File: config.mk
export PLATFORM = sky130hd
export DESIGN_NAME = bridge_adc_serial_reader_averager
export DESIGN_NICKNAME = d
export VERILOG_FILES = /design/src/bar_pkg.sv /design/src/bar_divider.sv /design/src/bar_serial.sv /design/src/bridge_adc_serial_reader_averager.sv
export SDC_FILE = /design/constraint.sdc
export NUM_CORES = 1
export LEC_CHECK = 0
export BUFFER_PORTS_ARGS = -buffer_cell sky130_fd_sc_hd__buf_4
export CAP_MARGIN = 20
export CORE_ASPECT_RATIO = 1.75
export CORE_MARGIN = 2
export CORE_UTILIZATION = 30
export CTS_BUF_LIST = sky130_fd_sc_hd__clkbuf_4 sky130_fd_sc_hd__clkbuf_8
export DETAILED_ROUTE_END_ITERATION = 8
export SLEW_MARGIN = 30
export SYNTH_ARGS = -nofsm -noshare
export SYNTH_HDL_FRONTEND = slang
export SYNTH_SLANG_ARGS = --single-unit
export TNS_END_PERCENT = 1
File: constraint.sdc
create_clock -name clock -period 6.3 [get_ports clock]
set_clock_uncertainty 0.2 [all_clocks]
set_input_delay 0.945 -clock clock [delete_from_list [all_inputs] [get_ports clock]]
set_output_delay 0.945 -clock clock [all_outputs]
set_load 0.01 [all_outputs]
File: src/bar_pkg.sv
// Shared types and constants for the bridge converter serial reader and averager.
// Used by bar_serial, the top level and the testbench; depends on nothing.
package bar_pkg;

   localparam int DATA_BITS_DEFAULT = 24;
   localparam int READING_W         = 24;
   localparam int RESULT_W          = 25;
   localparam int SUM_W             = 32;
   localparam int COUNT_W           = 8;
   localparam int GAIN_W            = 2;
   localparam int CSR_ADDR_W        = 4;
   localparam int CSR_DATA_W        = 32;

   localparam logic [1:0] CSR_GAIN_PULSES = 2'd0;
   localparam logic [1:0] CSR_AVG_COUNT   = 2'd1;
   localparam logic [1:0] CSR_ZERO_OFFSET = 2'd2;

   localparam logic [GAIN_W-1:0]  GAIN_RESET = 2'd1;
   localparam logic [COUNT_W-1:0] AVG_RESET  = 8'd1;

   localparam logic signed [SUM_W-1:0] READ_MAX = 32'sd8388607;
   localparam logic signed [SUM_W-1:0] READ_MIN = -32'sd8388608;

   typedef struct packed {
      logic                        clock_level;
      logic                        reading_valid;
      logic signed [READING_W-1:0] reading_value;
      logic                        result_due;
      logic signed [SUM_W-1:0]     sum;
      logic [COUNT_W-1:0]          count;
   } tick_type;

endpackage

File: src/bar_divider.sv
// Restoring unsigned divider, one quotient bit per cycle.
// Standalone; used by the top level for the average of the summed readings.
module bar_divider #(
   parameter int NUM_W = 32,
   parameter int DEN_W = 8
) (
   input  logic             clock,
   input  logic             reset,
   input  logic             start,
   input  logic [NUM_W-1:0] numer,
   input  logic [DEN_W-1:0] denom,
   output logic             done,
   output logic [NUM_W-1:0] quot
);

   localparam int CNT_W = $clog2(NUM_W);

   logic             run_ff;
   logic             done_ff;
   logic [CNT_W-1:0] cnt_ff;
   logic [DEN_W-1:0] rem_ff;
   logic [DEN_W-1:0] rem_in;
   logic [NUM_W-1:0] work_ff;
   logic [NUM_W-1:0] work_in;
   logic [DEN_W-1:0] den_ff;
   logic [DEN_W:0]   trial;
   logic [DEN_W:0]   diff;
   logic             fits;

   always_comb begin
      trial   = {rem_ff, work_ff[NUM_W-1]};
      fits    = trial >= {1'b0, den_ff};
      diff    = trial - {1'b0, den_ff};
      rem_in  = fits ? diff[DEN_W-1:0] : trial[DEN_W-1:0];
      work_in = {work_ff[NUM_W-2:0], fits};
   end

   always_ff @(posedge clock) begin
      if (reset) begin
         run_ff  <= 1'b0;
         done_ff <= 1'b0;
         cnt_ff  <= '0;
      end else begin
         done_ff <= 1'b0;
         if (start) begin
            run_ff  <= 1'b1;
            cnt_ff  <= '0;
            rem_ff  <= '0;
            work_ff <= numer;
            den_ff  <= denom;
         end else if (run_ff) begin
            rem_ff  <= rem_in;
            work_ff <= work_in;
            cnt_ff  <= cnt_ff + CNT_W'(1);
            if (cnt_ff == CNT_W'(NUM_W - 1)) begin
               run_ff  <= 1'b0;
               done_ff <= 1'b1;
            end
         end
      end
   end

   assign done = done_ff;
   assign quot = work_ff;

endmodule

File: src/bar_serial.sv
// Serial clock sequencer, bit shifter and reading accumulator, one tick per step.
// Depends on bar_pkg for the tick record and reading limits.
module bar_serial #(
   parameter int DATA_BITS = bar_pkg::DATA_BITS_DEFAULT
) (
   input  logic                             clock,
   input  logic                             reset,
   input  logic                             step,
   input  logic                             data_level,
   input  logic [bar_pkg::GAIN_W-1:0]       gain_pulses,
   input  logic [bar_pkg::COUNT_W-1:0]      avg_count,
   output bar_pkg::tick_type                tick
);

   localparam int BIT_W = $clog2(DATA_BITS);

   typedef enum logic [2:0] {
      PH_WAIT,
      PH_BIT_HI,
      PH_BIT_LO,
      PH_PULSE_HI,
      PH_PULSE_LO
   } phase_type;

   phase_type                              phase_ff, phase_in;
   logic [BIT_W-1:0]                       bit_ff, bit_in;
   logic [DATA_BITS-1:0]                   shift_ff, shift_in;
   logic [bar_pkg::GAIN_W-1:0]             pulse_ff, pulse_in;
   logic signed [bar_pkg::SUM_W-1:0]       sum_ff, sum_in;
   logic [bar_pkg::COUNT_W-1:0]            count_ff, count_in;

   logic [bar_pkg::GAIN_W-1:0]             pulse_next;
   logic signed [bar_pkg::SUM_W-1:0]       raw;
   logic signed [bar_pkg::SUM_W-1:0]       sat;
   logic signed [bar_pkg::SUM_W-1:0]       sum_add;
   logic [bar_pkg::COUNT_W-1:0]            count_add;
   logic [bar_pkg::COUNT_W-1:0]            need;
   logic                                   due;

   always_comb begin
      pulse_next = pulse_ff + bar_pkg::GAIN_W'(1);
      raw        = bar_pkg::SUM_W'($signed(shift_ff));
      if (raw > bar_pkg::READ_MAX) begin
         sat = bar_pkg::READ_MAX;
      end else if (raw < bar_pkg::READ_MIN) begin
         sat = bar_pkg::READ_MIN;
      end else begin
         sat = raw;
      end
      sum_add   = sum_ff + sat;
      count_add = count_ff + bar_pkg::COUNT_W'(1);
      need      = (avg_count == '0) ? bar_pkg::COUNT_W'(1) : avg_count;
      due       = count_add >= need;

      phase_in = phase_ff;
      bit_in   = bit_ff;
      shift_in = shift_ff;
      pulse_in = pulse_ff;
      sum_in   = sum_ff;
      count_in = count_ff;
      tick     = '0;

      unique case (phase_ff)
         PH_BIT_HI: begin
            tick.clock_level = 1'b1;
            phase_in         = PH_BIT_LO;
         end
         PH_BIT_LO: begin
            shift_in = {shift_ff[DATA_BITS-2:0], data_level};
            if (bit_ff == BIT_W'(DATA_BITS - 1)) begin
               bit_in   = '0;
               pulse_in = '0;
               phase_in = PH_PULSE_HI;
            end else begin
               bit_in   = bit_ff + BIT_W'(1);
               phase_in = PH_BIT_HI;
            end
         end
         PH_PULSE_HI: begin
            tick.clock_level = 1'b1;
            phase_in         = PH_PULSE_LO;
         end
         PH_PULSE_LO: begin
            if (pulse_next >= gain_pulses || pulse_next == '0) begin
               tick.reading_valid = 1'b1;
               tick.reading_value = sat[bar_pkg::READING_W-1:0];
               tick.result_due    = due;
               tick.sum           = sum_add;
               tick.count         = count_add;
               sum_in             = due ? '0 : sum_add;
               count_in           = due ? '0 : count_add;
               pulse_in           = '0;
               shift_in           = '0;
               phase_in           = PH_WAIT;
            end else begin
               pulse_in = pulse_next;
               phase_in = PH_PULSE_HI;
            end
         end
         default: begin
            // wait for data low; unused codes fall back here
            phase_in = PH_WAIT;
            if (!data_level) begin
               bit_in   = '0;
               shift_in = '0;
               phase_in = PH_BIT_HI;
            end
         end
      endcase
   end

   always_ff @(posedge clock) begin
      if (reset) begin
         phase_ff <= PH_WAIT;
         bit_ff   <= '0;
         shift_ff <= '0;
         pulse_ff <= '0;
         sum_ff   <= '0;
         count_ff <= '0;
      end else if (step) begin
         phase_ff <= phase_in;
         bit_ff   <= bit_in;
         shift_ff <= shift_in;
         pulse_ff <= pulse_in;
         sum_ff   <= sum_in;
         count_ff <= count_in;
      end
   end

endmodule

File: src/bridge_adc_serial_reader_averager.sv
// Top level of the bridge converter serial reader and averager.
// Depends on bar_pkg, bar_serial and bar_divider.
// Usage:
//   Each req_ transfer is one half-clock tick carrying the sampled data pin
//   level; each tick yields exactly one rsp_ transfer with the serial clock
//   level to drive, the raw reading when a conversion completes, and the
//   averaged, offset-corrected result every avg_count readings. The user
//   writes registers gain_pulses (0x0), avg_count (0x4), zero_offset (0x8)
//   via the csr_ port while the block is idle; it is not enforced.
// Throughput:
//   A tick without a result is answered in the cycle after its transfer, so a
//   tick can be taken every cycle while the response side keeps up.
//   A tick that closes an average runs the serial divider, one quotient bit
//   per cycle over 32 bits; req_stall stays high until the divider is done
//   and its result is registered into the response.
// Reset: synchronous, active high. The registers return to 1, 1 and 0, the
//   sequencer waits for data low and the running sum is cleared.
// Receiver stall: the response register holds its item while rsp_stall is
//   high; no new tick is taken until it is transferred.
module bridge_adc_serial_reader_averager #(
   parameter int DATA_BITS = bar_pkg::DATA_BITS_DEFAULT
) (
   input  logic                                   clock,
   input  logic                                   reset,
   input  logic                                   req_valid,
   output logic                                   req_stall,
   input  logic                                   req_data_level,
   output logic                                   rsp_valid,
   input  logic                                   rsp_stall,
   output logic                                   rsp_clock_level,
   output logic                                   rsp_reading_valid,
   output logic signed [bar_pkg::READING_W-1:0]   rsp_reading_value,
   output logic                                   rsp_result_valid,
   output logic signed [bar_pkg::RESULT_W-1:0]    rsp_result_value,
   input  logic                                   csr_psel,
   input  logic                                   csr_penable,
   input  logic                                   csr_pwrite,
   input  logic [bar_pkg::CSR_ADDR_W-1:0]         csr_paddr,
   input  logic [bar_pkg::CSR_DATA_W-1:0]         csr_pwdata,
   output logic [bar_pkg::CSR_DATA_W-1:0]         csr_prdata,
   output logic                                   csr_pready
);

   typedef enum logic {
      ST_IDLE,
      ST_DIVIDE
   } state_type;

   state_type                                 state_ff;
   logic                                      rsp_valid_ff;
   logic                                      clock_level_ff;
   logic                                      reading_valid_ff;
   logic signed [bar_pkg::READING_W-1:0]      reading_value_ff;
   logic                                      result_valid_ff;
   logic signed [bar_pkg::RESULT_W-1:0]       result_value_ff;
   logic                                      neg_ff;

   logic [bar_pkg::GAIN_W-1:0]                gain_ff;
   logic [bar_pkg::COUNT_W-1:0]               avg_ff;
   logic signed [bar_pkg::READING_W-1:0]      offset_ff;

   bar_pkg::tick_type                         tick;
   logic                                      accept;
   logic                                      csr_write;
   logic                                      div_start;
   logic                                      div_done;
   logic [bar_pkg::SUM_W-1:0]                 div_quot;
   logic [bar_pkg::SUM_W-1:0]                 sum_mag;
   logic signed [bar_pkg::RESULT_W-1:0]       avg;
   logic signed [bar_pkg::RESULT_W-1:0]       result_calc;

   assign csr_pready = 1'b1;
   assign csr_write  = csr_psel && csr_penable && csr_pwrite && csr_pready;

   always_ff @(posedge clock) begin
      if (reset) begin
         gain_ff   <= bar_pkg::GAIN_RESET;
         avg_ff    <= bar_pkg::AVG_RESET;
         offset_ff <= '0;
      end else if (csr_write) begin
         unique case (csr_paddr[3:2])
            bar_pkg::CSR_GAIN_PULSES: gain_ff   <= csr_pwdata[bar_pkg::GAIN_W-1:0];
            bar_pkg::CSR_AVG_COUNT:   avg_ff    <= csr_pwdata[bar_pkg::COUNT_W-1:0];
            bar_pkg::CSR_ZERO_OFFSET: offset_ff <= csr_pwdata[bar_pkg::READING_W-1:0];
            default: ;
         endcase
      end
   end

   always_comb begin
      unique case (csr_paddr[3:2])
         bar_pkg::CSR_GAIN_PULSES: csr_prdata = bar_pkg::CSR_DATA_W'(gain_ff);
         bar_pkg::CSR_AVG_COUNT:   csr_prdata = bar_pkg::CSR_DATA_W'(avg_ff);
         bar_pkg::CSR_ZERO_OFFSET: csr_prdata = bar_pkg::CSR_DATA_W'(unsigned'(offset_ff));
         default:                  csr_prdata = '0;
      endcase
   end

   assign req_stall = (state_ff != ST_IDLE) || (rsp_valid_ff && rsp_stall);
   assign accept    = req_valid && !req_stall;
   assign div_start = accept && tick.result_due;

   bar_serial #(
      .DATA_BITS (DATA_BITS)
   ) u_serial (
      .clock       (clock),
      .reset       (reset),
      .step        (accept),
      .data_level  (req_data_level),
      .gain_pulses (gain_ff),
      .avg_count   (avg_ff),
      .tick        (tick)
   );

   assign sum_mag = tick.sum[bar_pkg::SUM_W-1] ? (~tick.sum + bar_pkg::SUM_W'(1)) : tick.sum;

   bar_divider #(
      .NUM_W (bar_pkg::SUM_W),
      .DEN_W (bar_pkg::COUNT_W)
   ) u_divider (
      .clock (clock),
      .reset (reset),
      .start (div_start),
      .numer (sum_mag),
      .denom (tick.count),
      .done  (div_done),
      .quot  (div_quot)
   );

   always_comb begin
      avg = neg_ff ? -$signed(div_quot[bar_pkg::RESULT_W-1:0])
                   : $signed(div_quot[bar_pkg::RESULT_W-1:0]);
      result_calc = avg - bar_pkg::RESULT_W'(offset_ff);
   end

   always_ff @(posedge clock) begin
      if (reset) begin
         state_ff     <= ST_IDLE;
         rsp_valid_ff <= 1'b0;
      end else begin
         if (rsp_valid_ff && !rsp_stall) begin
            rsp_valid_ff <= 1'b0;
         end
         unique case (state_ff)
            ST_IDLE: begin
               if (accept) begin
                  clock_level_ff   <= tick.clock_level;
                  reading_valid_ff <= tick.reading_valid;
                  reading_value_ff <= tick.reading_value;
                  result_valid_ff  <= tick.result_due;
                  result_value_ff  <= '0;
                  neg_ff           <= tick.sum[bar_pkg::SUM_W-1];
                  if (tick.result_due) begin
                     state_ff <= ST_DIVIDE;
                  end else begin
                     rsp_valid_ff <= 1'b1;
                  end
               end
            end
            ST_DIVIDE: begin
               if (div_done) begin
                  result_value_ff <= result_calc;
                  rsp_valid_ff    <= 1'b1;
                  state_ff        <= ST_IDLE;
               end
            end
            default: state_ff <= ST_IDLE;
         endcase
      end
   end

   assign rsp_valid         = rsp_valid_ff;
   assign rsp_clock_level   = clock_level_ff;
   assign rsp_reading_valid = reading_valid_ff;
   assign rsp_reading_value = reading_value_ff;
   assign rsp_result_valid  = result_valid_ff;
   assign rsp_result_value  = result_value_ff;

   a_done_in_divide: assert property (@(posedge clock) disable iff (reset)
      div_done |-> state_ff == ST_DIVIDE)
      else $error("divider finished outside divide state");

   a_done_gives_rsp: assert property (@(posedge clock) disable iff (reset)
      div_done |=> rsp_valid)
      else $error("divider result not presented");

   a_no_overrun: assert property (@(posedge clock) disable iff (reset)
      (rsp_valid && rsp_stall) |-> !accept)
      else $error("tick taken while response held");

   a_result_with_reading: assert property (@(posedge clock) disable iff (reset)
      (rsp_valid && rsp_result_valid) |-> rsp_reading_valid)
      else $error("result without reading");

endmodule

==> key figures <==
Logic synthesis
  – Post-synthesis sequential area ratio: 0.3938
  – Number of storage elements in the synthesis netlist: about 220
  – Ranking of synthesized cells by instance count: 213 x sky130_fd_sc_hd__nand2_1, 156 x sky130_fd_sc_hd__a21oi_1, 117 x sky130_fd_sc_hd__dfxtp_1
  – Synthesized instance count: 1,596
  – Cell area after synthesis: around 14,000 sq um
  – Most frequently used cell type in the post-synthesis netlist: sky130_fd_sc_hd__nand2_1
  – Number of flops mapped to enable cells by yosys: roughly 100
  – Fraction of synthesis flops using an asynchronous set or reset pin: 0
  – Largest cells by area after synthesis: sky130_fd_sc_hd__edfxtp_1 22%, sky130_fd_sc_hd__dfxtp_1 17%, sky130_fd_sc_hd__ha_1 7.8%
  – Post-synth cell types: 81
  – Cell type with the largest total area after synthesis: sky130_fd_sc_hd__edfxtp_1
  – Mean instance size in the synthesized netlist: 8.551 sq um
  – Top_reg_cell synth: sky130_fd_sc_hd__dfxtp_1
  – Fraction of post-synthesis cell area in the top cell type by area: 0.2222
  – Synth warnings: 0

Route
  – First-pass iteration count of the detailed router: 5
  – Wirelength per Cell: approximately 16 microns
  – Initial DRC Count: 565
  – Wire length after detailed routing: 37,410 microns
  – Number of DRC violations after detailed routing: 0
  – Detailed-route vias per instance: 5.036
  – Total via count in the routed design: between 10,000 and 15,000
  – Residual antenna-violating net count after detailed routing: 0

Clock network
  – Num Clock Sinks: ~220
  – Root buffer cell: sky130_fd_sc_hd__clkbuf_8
  – Post-cts gate resize count: 0
  – Clk slew on worst S/H paths: roughly 0.07 ns
  – Level count of the clock H-tree: 2
  – Buffer count from post-CTS setup fixing: 0
  – Count of hold-fix buffers inserted at cts: 0
  – Number of buffers on the longest clock path: 3
  – TritonCTS clock tree: yes
  – Worst skew pair latency: 0.56 ns
  – Number of buffers added by the clock tree synthesis step: 34

Critical path
  – Classification of the worst setup path: reg2reg
  – Endpoint of the most critical register-to-register path: u_divider.quot[30]$_DFFE_PP_
  – Critical path endpoint category: register
  – Arrival time of data at the critical path endpoint: around 5 ns
  – Critical Path Start Type: register
  – Cell depth of the worst flop-to-flop path: 14
  – CP Max Fanout: 5
  – Launch instance of the worst register-to-register path: u_serial.shift_ff[0]$_SDFFE_PP0P_
  – Worst reg-to-reg setup slack: 1.47 ns
  – Data required, critical path: approximately 6.5 ns

Hold path
  – Classification of the worst-slack hold path: reg2reg
  – Worst hold stages: 2
  – Beginning of the worst hold path: u_serial.sum_ff[0]$_SDFFE_PP0P_
  – Hold endpoint: u_serial.sum_ff[0]$_SDFFE_PP0P_

Timing
  – Total Neg Setup Slack: 0 ns
  – Final critical-path required period: approximately 4.8 ns
  – Max Transition Viols Final: 0
  – Hold slack final: 0.2576 ns
  – Worst Tran Pin Value: around 0.96 ns
  – # setup viols final: 0
  – Max Clock Freq: about 210 MHz
  – Final setup slack of the worst path: approximately 1.5 ns
  – Unrepaired setup endpoints after global routing: no
  – Number of hold violations in the final report: 0
  – Final worst-path cycle share: 0.7672
  – Worst slew margin: 0.3572

Power
  – Total power after layout: 2.980 mW
  – Power per unit of standard cell area: between 150 and 200 nW/um^2
  – VDD IR-drop max: 0.1902 mV
  – Leakage component of the power: about 6.2 nW

Place
  – Post-DP HPWL: approximately 28,000 microns
  – Global placement routability congestion: 0.8615
  – Post-detailed-placement cell area: approximately 15,000 sq um
  – Worst-case setup slack after placement: about 1.5 ns
  – Buffers added on ports: 111
  – Instance count after placement with tap cells included: around 2,200

Final layout
  – Net count of the finished layout: between 1,500 and 2,000
  – Design area: roughly 16,000 sq um
  – Ratio of cells with drive above 1 in the final layout: 0.1331
  – Final non-filler cell total: between 2,000 and 2,500
  – Share of the core filled with cells in the final layout: 0.3490
  – Syn-to-layout area delta: 15.02%

Floorplanning
  – Starting density of the core: 0.3034
  – Overall die area: around 47,000 sq um
  – Die Width: about 170 microns
  – I/O pins: 131
  – Height of the chip: ~290 microns
  – Core region area: 44,980 sq um
  – Number of placement rows: ~100

Global route
  – Vias in the first global route: 11,270
  – Initial antenna violation count: 1
  – Overflow left after global routing: 0
  – Largest net degree at the start of global routing: 81
  – Total routing usage reported by global routing: 0.1555
  – Global-route wire length before repair: slightly below 60,000 microns

Flow run
  – # Max-Cap Violations: 0

Outcome
  – Outcome: finished, final reports clean
==> layer usage <==
layer / up-vias / GRT usage / wire, microns
met5: - / 0 / 0
met4: 0 / 0.07783 / 1674
met3: 79 / 0.02009 / 1287
met2: 257 / 0.3118 / 21030
met1: 5352 / 0.1503 / 13420
li1: 5733 / - / -
==> power breakdown <==
part | internal, mW | leakage, nW | switching, mW | total (mW)
Combinational | 0.0805 | 3.97 | 0.117 | 0.197
Clock | 0.692 | 0.373 | 0.589 | 1.28
Sequential | 1.49 | 1.86 | 0.0112 | 1.50
Total | 2.26 | 6.21 | 0.717 | 2.98
==> worst max path at each step <==
stage	to	depth (start not counted)	slack, ns	startpoint
after floorplan	u_divider.quot[0]$_DFFE_PP_	6	1.83	rsp_stall
after global placement	u_divider.quot[30]$_DFFE_PP_	14	1.53	u_serial.shift_ff[0]$_SDFFE_PP0P_
after detailed placement	u_divider.quot[30]$_DFFE_PP_	14	1.51	u_serial.shift_ff[0]$_SDFFE_PP0P_
after CTS	u_divider.quot[30]$_DFFE_PP_	14	1.45	u_serial.shift_ff[0]$_SDFFE_PP0P_
after global routing	rsp_result_value[24]$_SDFFCE_PN0P_	20	1.17	u_divider.quot[0]$_DFFE_PP_
final	u_divider.quot[30]$_DFFE_PP_	14	1.47	u_serial.shift_ff[0]$_SDFFE_PP0P_
==> critical path, cell delays in order, from the launching register on <==
cell                       delay (ns)
sky130_fd_sc_hd__dfxtp_1         0.39
sky130_fd_sc_hd__ha_1            0.25
sky130_fd_sc_hd__inv_1           0.07
sky130_fd_sc_hd__fa_1            0.42
sky130_fd_sc_hd__nand2b_1        0.23
sky130_fd_sc_hd__a211oi_2        0.28
sky130_fd_sc_hd__o21ai_1         0.23
sky130_fd_sc_hd__a211oi_1        0.51
sky130_fd_sc_hd__o211ai_1        0.22
sky130_fd_sc_hd__a21oi_1         0.21
sky130_fd_sc_hd__o221ai_1        0.28
sky130_fd_sc_hd__xnor2_1         0.27
sky130_fd_sc_hd__or4_2           0.63
sky130_fd_sc_hd__o2111a_1        0.28
sky130_fd_sc_hd__a211oi_2        0.18
==> cell usage in the layout, fill, tap and decap left out, types with 8 or more instances in the layout <==
| master | netlist | final |
|---|---|---|
| sky130_fd_sc_hd__a31oi_1 | 8 | 8 |
| sky130_fd_sc_hd__or2_2 | 13 | 13 |
| sky130_fd_sc_hd__inv_1 | 70 | 70 |
| sky130_fd_sc_hd__o21ai_1 | 11 | 11 |
| sky130_fd_sc_hd__a211oi_1 | 9 | 9 |
| sky130_fd_sc_hd__dfxtp_1 | 117 | 116 |
| sky130_fd_sc_hd__buf_4 | 9 | 131 |
| sky130_fd_sc_hd__mux2i_1 | 15 | 15 |
| sky130_fd_sc_hd__nor2b_1 | 21 | 20 |
| sky130_fd_sc_hd__clkbuf_8 | 0 | 36 |
| sky130_fd_sc_hd__nor2_1 | 94 | 92 |
| sky130_fd_sc_hd__o21ai_0 | 76 | 76 |
| sky130_fd_sc_hd__a21o_1 | 27 | 27 |
| sky130_fd_sc_hd__or3_1 | 18 | 18 |
| sky130_fd_sc_hd__nand4_1 | 11 | 11 |
| sky130_fd_sc_hd__o31ai_1 | 18 | 18 |
| sky130_fd_sc_hd__xnor2_1 | 68 | 67 |
| sky130_fd_sc_hd__and3_1 | 37 | 37 |
| sky130_fd_sc_hd__a22o_1 | 8 | 8 |
| sky130_fd_sc_hd__a21oi_1 | 156 | 154 |
| sky130_fd_sc_hd__nand2b_1 | 17 | 17 |
| sky130_fd_sc_hd__nand2_1 | 213 | 213 |
| sky130_fd_sc_hd__ha_1 | 85 | 85 |
| sky130_fd_sc_hd__edfxtp_1 | 101 | 101 |
| sky130_fd_sc_hd__nor3_1 | 29 | 28 |
| sky130_fd_sc_hd__conb_1 | 2 | 9 |
| sky130_fd_sc_hd__and2_1 | 46 | 46 |
| sky130_fd_sc_hd__xor2_1 | 41 | 41 |
| sky130_fd_sc_hd__clkbuf_4 | 0 | 13 |
| sky130_fd_sc_hd__nand3_1 | 72 | 72 |
==> registers in the layout (all words and copies together), names as in the netlist, 2 cells and up <==
signal,cells
u_serial.count_ff,8
rsp_result_value,25
u_serial.pulse_ff,2
u_serial.sum_ff,32
rsp_reading_value,24
u_serial.shift_ff,24
offset_ff,24
u_serial.phase_ff,3
u_serial.bit_ff,5
u_divider.cnt_ff,5
u_divider.den_ff,8
gain_ff,2
avg_ff,8
u_divider.quot,32
u_divider.rem_ff,8
==> cell type report <==
class / count / area (sq um)
flip-flops and latches: 218 / 5376
multi-input cells: 1209 / 7641
well taps: 577 / 721.9
clock buffers: 49 / 593.1
fillers: 4650 / 29280
repair buffers: 131 / 983.4
inverters: 71 / 266.5
clock inverters: 12 / 112.6
diodes: 1 / 2.502
==> cells by family after synthesis <==
kind of cell	count (synthesis)	share of synthesized area
AND/OR/NAND/NOR	605	0.2157
AO/OA/AOI/OAI	381	0.1728
flip-flops	218	0.3938
buffers and inverters	176	0.05180
XOR/XNOR	110	0.07114
adder cells (fa/ha/maj)	88	0.08233
multiplexers	16	0.01183
other	2	0.0005503
No activity file was read; power rests on OpenSTA's default activity.
